--- src/design/u8d_pkg.sv ---
package u8d_pkg;

   localparam int unsigned ByteWidth  = 8;
   localparam int unsigned CodeWidth  = 22;
   localparam int unsigned TakenWidth = 3;

   // One result as it is queued for the output.
   typedef struct packed {
      logic [CodeWidth-1:0]  code;
      logic [TakenWidth-1:0] taken;
      logic                  err;
      logic                  last;
   } u8d_result_type;

   // Pending sequence: lead byte, held continuation count and total length.
   typedef struct packed {
      logic [ByteWidth-1:0] lead;
      logic [1:0]           held;
      logic [2:0]           needed;
   } u8d_ctrl_type;

   typedef logic [1:0][ByteWidth-1:0] u8d_cont_type;

   // Sequence length from a lead byte; zero marks a byte that cannot lead.
   function automatic logic [2:0] seq_length(input logic [ByteWidth-1:0] b);
      logic [2:0] n;
      if (!b[7])      n = 3'd1;
      else if (!b[6]) n = 3'd0;
      else if (!b[5]) n = 3'd2;
      else if (!b[4]) n = 3'd3;
      else if (!b[3]) n = 3'd4;
      else            n = 3'd0;
      return n;
   endfunction

   // A bad byte is reported as its value negated.
   function automatic u8d_result_type bad_byte(input logic [ByteWidth-1:0] b);
      u8d_result_type r;
      r.code  = CodeWidth'(0) - {{(CodeWidth-ByteWidth){1'b0}}, b};
      r.taken = TakenWidth'(1);
      r.err   = 1'b1;
      r.last  = 1'b0;
      return r;
   endfunction

endpackage

--- src/design/utf8_stream_decoder.sv ---
// Latency: a byte that completes a code point or fails shows its first result
// on the cycle after it is accepted; bytes held inside a sequence give none.
// Throughput: one byte per cycle while each byte gives at most one result and the
// receiver is ready; a byte that gives a burst of k results (up to four) holds the
// input until the last of its results is being taken.
// Reset (synchronous, active high) drops any pending sequence and queued results.
module utf8_stream_decoder (
   input  logic        clock,
   input  logic        reset,
   // Request side: one raw byte per request.
   input  logic        req_tvalid,
   output logic        req_tready,
   input  logic [7:0]  req_tdata,   // [7:0] data_byte
   input  logic        req_tlast,   // end_of_input
   // Result side: one decoded code point or error per transfer.
   output logic        rsp_tvalid,
   input  logic        rsp_tready,
   output logic [31:0] rsp_tdata,   // [21:0] code_value, [24:22] bytes_taken, rest zero
   output logic        rsp_tuser,   // is_error
   output logic        rsp_tlast    // last_of_run
);
   import u8d_pkg::*;

   // Decoder state. The control part resets; the held continuation bytes are
   // only read when the held count says they were written, so they do not.
   u8d_ctrl_type ctrl_ff, ctrl_in;
   u8d_cont_type cont_ff, cont_in;

   // Result burst buffer: all results of one request are loaded at once and drained one
   // per cycle from head_ff while the receiver is ready. left_ff counts what is still queued.
   u8d_result_type [3:0] slot_ff, slot_in;
   logic [2:0]           left_ff, left_in;
   logic [1:0]           head_ff, head_in;

   u8d_result_type [3:0] step_results;
   logic [2:0]           step_count;
   logic                 req_fire;
   logic                 rsp_fire;
   u8d_result_type       head_result;

   u8d_step u_step (
      .data_byte    (req_tdata),
      .end_of_input (req_tlast),
      .ctrl_cur     (ctrl_ff),
      .cont_cur     (cont_ff),
      .ctrl_nxt     (ctrl_in),
      .cont_nxt     (cont_in),
      .results      (step_results),
      .result_count (step_count)
   );

   assign rsp_fire = rsp_tvalid && rsp_tready;
   // A new request is taken when the buffer is empty or its last entry leaves
   // in this same cycle, so single results stream at full rate.
   assign req_tready = (left_ff == 3'd0) || (left_ff == 3'd1 && rsp_tready);
   assign req_fire   = req_tvalid && req_tready;

   always_comb begin
      slot_in = slot_ff;
      left_in = left_ff;
      head_in = head_ff;
      if (rsp_fire) begin
         left_in = left_ff - 3'd1;
         head_in = head_ff + 2'd1;
      end
      if (req_fire) begin
         slot_in = step_results;
         left_in = step_count;
         head_in = 2'd0;
      end
   end

   always_ff @(posedge clock) begin
      if (reset) begin
         ctrl_ff <= '0;
         left_ff <= 3'd0;
         head_ff <= 2'd0;
      end else begin
         if (req_fire) begin
            ctrl_ff <= ctrl_in;
         end
         left_ff <= left_in;
         head_ff <= head_in;
      end
   end

   always_ff @(posedge clock) begin
      if (req_fire) begin
         cont_ff <= cont_in;
      end
      slot_ff <= slot_in;
   end

   assign head_result = slot_ff[head_ff];
   assign rsp_tvalid  = (left_ff != 3'd0);
   assign rsp_tdata   = {7'd0, head_result.taken, head_result.code};
   assign rsp_tuser   = head_result.err;
   assign rsp_tlast   = head_result.last;

endmodule

--- src/design/u8d_step.sv ---
module u8d_step (
   input  logic [7:0]             data_byte,
   input  logic                   end_of_input,
   input  u8d_pkg::u8d_ctrl_type  ctrl_cur,
   input  u8d_pkg::u8d_cont_type  cont_cur,
   output u8d_pkg::u8d_ctrl_type  ctrl_nxt,
   output u8d_pkg::u8d_cont_type  cont_nxt,
   output u8d_pkg::u8d_result_type [3:0] results,
   output logic [2:0]             result_count
);
   import u8d_pkg::*;

   logic         is_cont;
   logic [2:0]   fresh_len;
   logic [20:0]  cp;
   u8d_ctrl_type fl_ctrl;
   u8d_cont_type fl_cont;
   logic         do_flush;
   logic         do_fresh;
   logic [2:0]   k;

   assign is_cont   = (data_byte[7:6] == 2'b10);
   assign fresh_len = seq_length(data_byte);

   always_comb begin
      unique case (ctrl_cur.needed)
         3'd2:    cp = {10'd0, ctrl_cur.lead[4:0], data_byte[5:0]};
         3'd3:    cp = {5'd0, ctrl_cur.lead[3:0], cont_cur[0][5:0], data_byte[5:0]};
         default: cp = {ctrl_cur.lead[2:0], cont_cur[0][5:0], cont_cur[1][5:0],
                        data_byte[5:0]};
      endcase
   end

   always_comb begin
      ctrl_nxt = ctrl_cur;
      cont_nxt = cont_cur;
      results  = '0;
      k        = 3'd0;
      fl_ctrl  = ctrl_cur;
      fl_cont  = cont_cur;
      do_flush = 1'b0;
      do_fresh = 1'b0;

      if (ctrl_cur.needed == 3'd0) begin
         do_fresh = 1'b1;
      end else if (is_cont) begin
         if (({1'b0, ctrl_cur.held} + 3'd2) >= ctrl_cur.needed) begin
            results[0].code  = {1'b0, cp};
            results[0].taken = ctrl_cur.needed;
            k                = 3'd1;
            ctrl_nxt         = '0;
         end else begin
            cont_nxt[ctrl_cur.held[0]] = data_byte;
            ctrl_nxt.held              = ctrl_cur.held + 2'd1;
            if (end_of_input) begin
               // Cut off by the end of the stream: flush including this byte.
               fl_ctrl  = ctrl_nxt;
               fl_cont  = cont_nxt;
               do_flush = 1'b1;
            end
         end
      end else begin
         do_flush = 1'b1;
         do_fresh = 1'b1;
      end

      if (do_flush) begin
         results[k[1:0]] = bad_byte(fl_ctrl.lead);
         k = k + 3'd1;
         if (fl_ctrl.held >= 2'd1) begin
            results[k[1:0]] = bad_byte(fl_cont[0]);
            k = k + 3'd1;
         end
         if (fl_ctrl.held >= 2'd2) begin
            results[k[1:0]] = bad_byte(fl_cont[1]);
            k = k + 3'd1;
         end
         ctrl_nxt = '0;
      end

      if (do_fresh) begin
         if (fresh_len == 3'd1) begin
            results[k[1:0]].code  = {14'd0, data_byte};
            results[k[1:0]].taken = 3'd1;
            k = k + 3'd1;
         end else if (fresh_len == 3'd0 || end_of_input) begin
            results[k[1:0]] = bad_byte(data_byte);
            k = k + 3'd1;
         end else begin
            ctrl_nxt.lead   = data_byte;
            ctrl_nxt.held   = 2'd0;
            ctrl_nxt.needed = fresh_len;
         end
      end

      if (k != 3'd0) begin
         results[k[1:0] - 2'd1].last = 1'b1;
      end
      result_count = k;
   end

endmodule

--- config.mk ---
export PLATFORM = sky130hd
export DESIGN_NAME = utf8_stream_decoder
export DESIGN_NICKNAME = d
export VERILOG_FILES = /design/src/design/u8d_pkg.sv /design/src/design/utf8_stream_decoder.sv /design/src/design/u8d_step.sv
export SDC_FILE = /design/constraint.sdc
export NUM_CORES = 1
export LEC_CHECK = 0
export ABC_AREA = 1
export BUFFER_PORTS_ARGS = -buffer_cell sky130_fd_sc_hd__buf_2
export CAP_MARGIN = 25
export CORE_MARGIN = 10
export CORE_UTILIZATION = 55
export DETAILED_ROUTE_END_ITERATION = 16
export GPL_TIMING_DRIVEN = 0
export PLACE_DENSITY = 0.86
export SYNTH_ARGS = -nofsm -noshare
export SYNTH_HDL_FRONTEND = slang
export SYNTH_SLANG_ARGS = --single-unit
--- constraint.sdc ---
create_clock -name clock -period 12.3 [get_ports clock]
set_clock_uncertainty 0.2 [all_clocks]
set_input_delay 2.46 -clock clock [delete_from_list [all_inputs] [get_ports clock]]
set_output_delay 2.46 -clock clock [all_outputs]
set_load 0.01 [all_outputs]
==> results by group, run 1 <==
Outcome
  • Status: finished clean

STA
  • Setup TNS: 0 ns
  • Final-report hold violation count: 0
  • Worst Tran Pin Value: 0.989 ns
  • RSZ-0062 raised after global routing: no
  • Final worst path period share: 0.554
  • Worst slew margin: 0.339
  • Final worst path period need: 6.81 ns
  • Final setup fails: 0
  • WHS: 0.268 ns
  • Max Freq: 147 MHz
  • Slew Viols, Final: 0

Die
  • Boundary pin count: 49
  • Core area: about 12000 µm²
  • Die height: approximately 130 µm
  • FP Rows: 40
  • Starting Density: 0.561
  • Area of the die: ~17000 µm²
  • Die W: 131 µm

Power
  • Clock share of power: 0.272
  • Power per cell area: roughly 170 nW/µm²
  • Worst vdd ir: 0.0863 mV
  • Int Pwr: 0.000812 W
  • Lkg Pwr: 3.46 nW
  • Total net switching power: 0.000437 W
  • Sw Ratio: 0.350
  • Total power: about 0.0012 W
  • Sequential share of power: 0.381
  • Part of the power in combinational logic: 0.347

Clock network
  • Post-cts sizing count: 0
  • Clock latency on the worst-skew pair: 0.36 ns
  • Hold buffers post-CTS: 0
  • Post-CTS Setup Bufs: 0
  • Depth of the CTS H-tree: 3
  • Clock Path Buffers: 2
  • CTS tree: built
  • Worst-path clk slew: roughly 0.060 ns
  • Clk sinks: 97
  • TritonCTS Buffers: 9
  • Root buffer selected by CTS: clkbuf_16

Yosys
  • Distinct cell type count after synthesis: 50
  • Synth Register Bits: 97
  • Post-synth EDFFs: 79
  • Post-synthesis sequential area ratio: 0.405
  • Post-Syn Instances: between 900 and 1000
  • Post-Syn Area: about 6700 µm²
  • Main area contributors after synthesis: edfxtp_1 35%, nand2_1 12%, o21ai_0 6.8%
  • Cell taking the most area after synthesis: edfxtp_1
  • YS warnings: 0
  • Post-Syn Area per Cell: approximately 7.4 µm²
  • Synth Flop Type: edfxtp_1
  • Synth async-reset ratio: 0
  • Yosys top cell area share: 0.352

Hold path
  • HP Start: left_ff[1]
  • Hold WC Path Type: flip-flop to flip-flop

Layout
  • # fillers: 1099
  • Seq. cell area: 2730 µm²
  • Layout cell share with drive strength beyond 1: 0.120
  • Ant. Diodes: 0
  • Multi-input logic area: ~3400 µm²
  • Layout Area Growth over Synthesis: 11.9%
  • Nets: around 1000

Routing
  • Routed WL: 21.2 mm
  • Post-DRT Antenna Nets: 0
  • Pre-Repair DR Iteration Count: 5
  • WL/cell: 18.9 µm
  • Average via count per standard cell: about 6.0
  • Via Count: 6677
  • # DRC: 0
  • DR iter-0 viols: 907

Critical path
  • Reg-to-reg startpoint: ctrl_ff[3]
  • Crit path largest cell delay: around 0.66 ns
  • CP max stage cell: buf_1
  • Crit Path Max Fanout: 10
  • Worst setup path startpoint: req_tdata[6]
  • Setup crit start kind: input pin
  • Cells along the critical path: buf_2 > inv_2 > nand2_4 > inv_2 > nand2_2 > nor2_4 > nand4_1 > o21ai_1 > inv_1 > ha_1 > nand3_2 > nand3_1 > nand2_1 > ha_1 > inv_1 > nor2_1 > nand2_1 > buf_1 > nand2_1
  • Setup crit end kind: flip-flop
  • Most common cell on crit path: nand2_1
  • Critical path required time: about 12 ns
  • Worst Path Class, Setup: input pin to flip-flop
  • Crit path DAT: 6.66 ns

Global routing
  • Initial antenna violation count: 0
  • First-pass GRT wire length: 32.8 mm
  • Vias in the first global route: 6052
  • Largest net degree at the start of global routing: 39
  • GRT Total Usage: 0.250
  • Grt ovf: 0

Place
  • DPL Wire Length: 16.6 mm
  • Port Buffers: 38
  • GP Congestion: 1.03

Job
  • Max-cap violations: 0
## cell type report
class | instances | share of cell area
tap | 147 | 0.0244
multi-input combinational | 653 | 0.445
clock inverter | 5 | 0.0171
timing repair buffer | 40 | 0.0293
inverter | 128 | 0.0637
sequential | 97 | 0.362
buffer | 39 | 0.0280
clock buffer | 11 | 0.0308
## critical path, delay by kind of cell
family | cells | cell delay (ns)
buffers and inverters | 6 | 1.34
AO/OA/AOI/OAI | 1 | 0.36
adder cells (fa/ha/maj) | 2 | 0.63
AND/OR/NAND/NOR | 10 | 1.84
## metrics by stage
| stage | util | setup WS, ns | instance area [µm²] | cells |
|---|---|---|---|---|
| final | 0.628 | 5.49 | 7550 | 1120 |
| after global routing | 0.628 | 5.29 | 7550 | 1120 |
| after CTS | 0.628 | 5.68 | 7550 | 1120 |
| after detailed placement | 0.598 | 5.31 | 7180 | 1104 |
| after global placement | 0.594 | 1.95 | 7140 | 1102 |
| after floorplan | - | 4.18 | 6770 | 917 |
## Yosys cell counts, drive strengths merged (2+ instances only)
library cell and instances:
ha 18, o21ai 106, a221oi 5, conb 2, clkinv 2, a22oi 2, o221ai 2, dfxtp 18
or2 2, nand4 12, o211ai 4, nor2 86, xor2 9, nand3 72, o31ai 2, buf 21
inv 126, o22ai 34, a31oi 4, o21bai 2, a21oi 37, nand2 229, nor3 11, a211oi 2
o32ai 2, edfxtp 79, clkbuf 18
## cells in the final DEF (no fill, tap or decap), types with 3 or more instances in the layout
master / n
o22ai_1: 34
buf_2: 47
clkbuf_16: 9
bufinv_16: 4
edfxtp_1: 79
inv_1: 121
buf_6: 3
o211ai_1: 4
ha_1: 18
a31oi_1: 4
nor3_2: 4
o21ai_0: 91
inv_2: 5
o21ai_1: 11
nand3_1: 61
nor2_1: 78
nor2_4: 3
a221oi_1: 5
nor2_2: 5
nand2_1: 224
dfxtp_1: 18
conb_1: 8
nand2_2: 4
nand3_2: 11
nand4_1: 11
clkbuf_1: 19
a21oi_1: 35
buf_4: 7
xor2_1: 9
nor3_1: 7
## registers in the layout, summed over array words and instances (netlist names)
name     count
cont_ff     16
left_ff      3
ctrl_ff     13
head_ff      2
slot_ff     63
## cell families after synthesis
| logic type | share of synthesized area |
|---|---|
| and+or+nand+nor | 0.270 |
| AOI/OAI and AO/OA | 0.175 |
| buffers and inverters | 0.103 |
| DFF | 0.405 |
| adders and majority gates | 0.0334 |
| xor gates and xnor gates | 0.0130 |
| other | 0.00111 |
## final timing paths
kind	end	slack (ns)	depth (start not counted)
worst max-delay path	slot_ff[1]	5.49	19
worst min-delay path	left_ff[1]	0.27	2
worst max register to register	slot_ff[1]	6.33	23
worst min register to register	left_ff[1]	0.27	2
## power by group through the flow
| stage | clock [W] | combinational [W] | sequential (W) |
|---|---|---|---|
| 3_5_place_dp | 0 | 0.000430 | 0.000483 |
| 6_report | 0.000340 | 0.000434 | 0.000476 |
| 2_1_floorplan | 0 | 0.000279 | 0.000481 |
| 4_1_cts | 0.000343 | 0.000432 | 0.000476 |
| 5_1_grt | 0.000358 | 0.000482 | 0.000483 |
| 3_3_place_gp | 0 | 0.000415 | 0.000489 |
## per-layer routing
layer	track usage	wire, µm	up-vias
met4	0.101	694	0
li1	-	-	3165
met5	0	0	-
met3	0.0592	2210	53
met1	0.328	8620	3068
met2	0.389	9640	391
No activity file was read; power rests on OpenSTA's default activity.
==> inputs of run 2 (changes only) <==
--- a/config.mk
+++ b/config.mk
@@ -12,7 +12,7 @@
 export CORE_UTILIZATION = 55
 export DETAILED_ROUTE_END_ITERATION = 16
 export GPL_TIMING_DRIVEN = 0
-export PLACE_DENSITY = 0.86
+export PLACE_DENSITY = 0.89
 export SYNTH_ARGS = -nofsm -noshare
 export SYNTH_HDL_FRONTEND = slang
 export SYNTH_SLANG_ARGS = --single-unit
==> constraint.sdc (replaced) <==
create_clock -name clock -period 5.9 [get_ports clock]
set_clock_uncertainty 0.2 [all_clocks]
set_input_delay 1.18 -clock clock [delete_from_list [all_inputs] [get_ports clock]]
set_output_delay 1.18 -clock clock [all_outputs]
set_load 0.01 [all_outputs]
==> run 2 against run 1 <==
  * Wire length decreased by 1.3%
  * Total power increased by 99%
  * Design area decreased by 0.63%
  * Hold slack lost 0.0011 ns
  * Via count decreased by 1.2%
  * Flip-flop and latch count did not move
  * Non-clock buffer count is 1 higher
  * Die area unchanged
  * Largest power group unchanged
  * Highest routed layer unchanged
==> results by group, run 2 (same netlist as run 1, synthesis figures left out) <==
STA
  • RSZ-0062 raised after global routing: no
  • Slew Viols, Final: 0
  • Final worst path period need: 5.40 ns
  • Final-report hold violation count: 0
  • Worst Tran Pin Value: around 0.8 ns
  • Final setup fails: 0
  • Crit path setup slack, layout: 0.496 ns
  • Final worst path period share: 0.916
  • Worst slew margin: 0.463
  • WHS: between 0.2 and 0.3 ns
  • Max Freq: 185 MHz

Power
  • Power per cell area: between 300 and 400 nW/µm²
  • Total power: 0.00249 W
  • Worst vdd ir: approximately 0.21 mV
  • Lkg Pwr: 3.43 nW

Routing
  • Via Count: 6600
  • WL/cell: between 15 and 20 µm
  • Pre-Repair DR Iteration Count: 6
  • Routed WL: 20.9 mm
  • # DRC: 0
  • Average via count per standard cell: 5.89
  • DR iter-0 viols: 843
  • Post-DRT Antenna Nets: 0

Clock network
  • CTS tree: built
  • Depth of the CTS H-tree: 3
  • Clock latency on the worst-skew pair: about 0.36 ns
  • Clock Path Buffers: 2
  • TritonCTS Buffers: 9
  • Clk sinks: 97
  • Root buffer selected by CTS: clkbuf_16
  • Post-CTS Setup Bufs: 0
  • Worst-path clk slew: 0.07 ns

Global routing
  • GRT Total Usage: 0.249
  • Grt ovf: 0
  • First-pass GRT wire length: 32.5 mm
  • Vias in the first global route: 6024
  • Initial antenna violation count: 0
  • Largest net degree at the start of global routing: 34

Layout
  • Layout Area Growth over Synthesis: 11.2%
  • Most common cell after layout, fill and taps aside: nand2_1
  • Most frequent cells in the layout: 224 x nand2_1, 121 x inv_1, 91 x o21ai_0
  • Ant. Diodes: 0
  • Finished Core Util: 0.624
  • Biggest regs: slot_ff x63, cont_ff x16, ctrl_ff x13
  • Max reg flops: 63
  • Biggest register: slot_ff
  • Nets: 1000
  • Layout cell share with drive strength beyond 1: 0.123

Place
  • Port Buffers: 38
  • DPL Wire Length: 16.6 mm
  • GP Congestion: 1.01
  • Post-placement worst setup slack: 0.183 ns

Critical path
  • Crit path DAT: 5.30 ns
  • Largest delay share family, worst path: simple AND/OR/NAND/NOR gates
  • Crit path buffers/inverters: 8
  • Crit path largest cell delay: 0.39 ns
  • CP max stage cell: nor2_1
  • Setup crit end kind: flip-flop
  • Worst Path Class, Setup: flip-flop to flip-flop
  • Critical path required time: 5.80 ns
  • Setup crit start kind: flip-flop
  • Crit Path Max Fanout: 10
  • Most common cell on crit path: nand2_1

Job
  • Max-cap violations: 0

Die
  • Area of the die: 17100 µm²
  • Die height: between 100 and 150 µm
  • Core area: between 10000 and 15000 µm²
  • FP Rows: 40
  • Boundary pin count: 49
  • Die W: 131 µm
  • Starting Density: 0.561

Outcome
  • Status: finished clean

Hold path
  • Hold WC Path Type: flip-flop to flip-flop
run 2: changes by cell type in the layout (fill, tap and decap cells not counted), sizes merged:
| cell | delta |
|---|---|
| clkinvlp | +2 |
| bufinv | -3 |
| clkbuf | +2 |
run 2: final timing paths:
check	startpoint	to	slack [ns]	depth (start not counted)
max	ctrl_ff[3]	slot_ff[19]	0.50	26
max reg2reg	ctrl_ff[3]	slot_ff[19]	0.50	26
min	left_ff[1]	left_ff[1]	0.27	2
min reg2reg	left_ff[1]	left_ff[1]	0.27	2
run 2: per-stage QoR:
step,TNS (ns),cell area [µm²],cells
after floorplan,0,6770,917
after global placement,-19.91,7140,1102
after detailed placement,0,7200,1105
after CTS,0,7490,1121
after global routing,0,7500,1121
final,0,7500,1121
run 2: per-layer routing:
metal,share of wire,wire length [µm],up-vias,track usage
li1,-,-,3176,-
met1,0.42,8690,3004,0.329
met2,0.45,9450,369,0.390
met3,0.097,2030,51,0.0492
met4,0.034,715,0,0.106
met5,0,0,-,0
run 2: area by class of cell:
cell class / count / area [µm²]
Buffer: 39 / 215
Clock buffer: 12 / 236
Clock inverter: 4 / 53.8
Fill cell: 1074 / 4510
Inverter: 128 / 480
Multi-Input combinational cell: 653 / 3350
Sequential cell: 97 / 2730
Tap cell: 147 / 184
Timing Repair Buffer: 41 / 241
run 2: worst min-delay path: stages (launching register included):
cell and delay [ns]:
dfxtp_1 0.31, nand2_1 0.06, a21oi_1 0.06
run 2: timing repair:
| action | CTS | global route |
|---|---|---|
| gates resized for setup | 0 | 5 |
| endpoints found under the setup margin | 0 | 29 |
| hold buffers | 0 | 0 |
run 2: where the power goes:
| group | internal (W) | switching [W] | leakage (nW) |
|---|---|---|---|
| clock | 0.000330 | 0.000258 | 0.133 |
| sequential | 0.000943 | 0.0000481 | 0.899 |
| combinational | 0.000300 | 0.000612 | 2.40 |
| total | 0.00157 | 0.000918 | 3.43 |
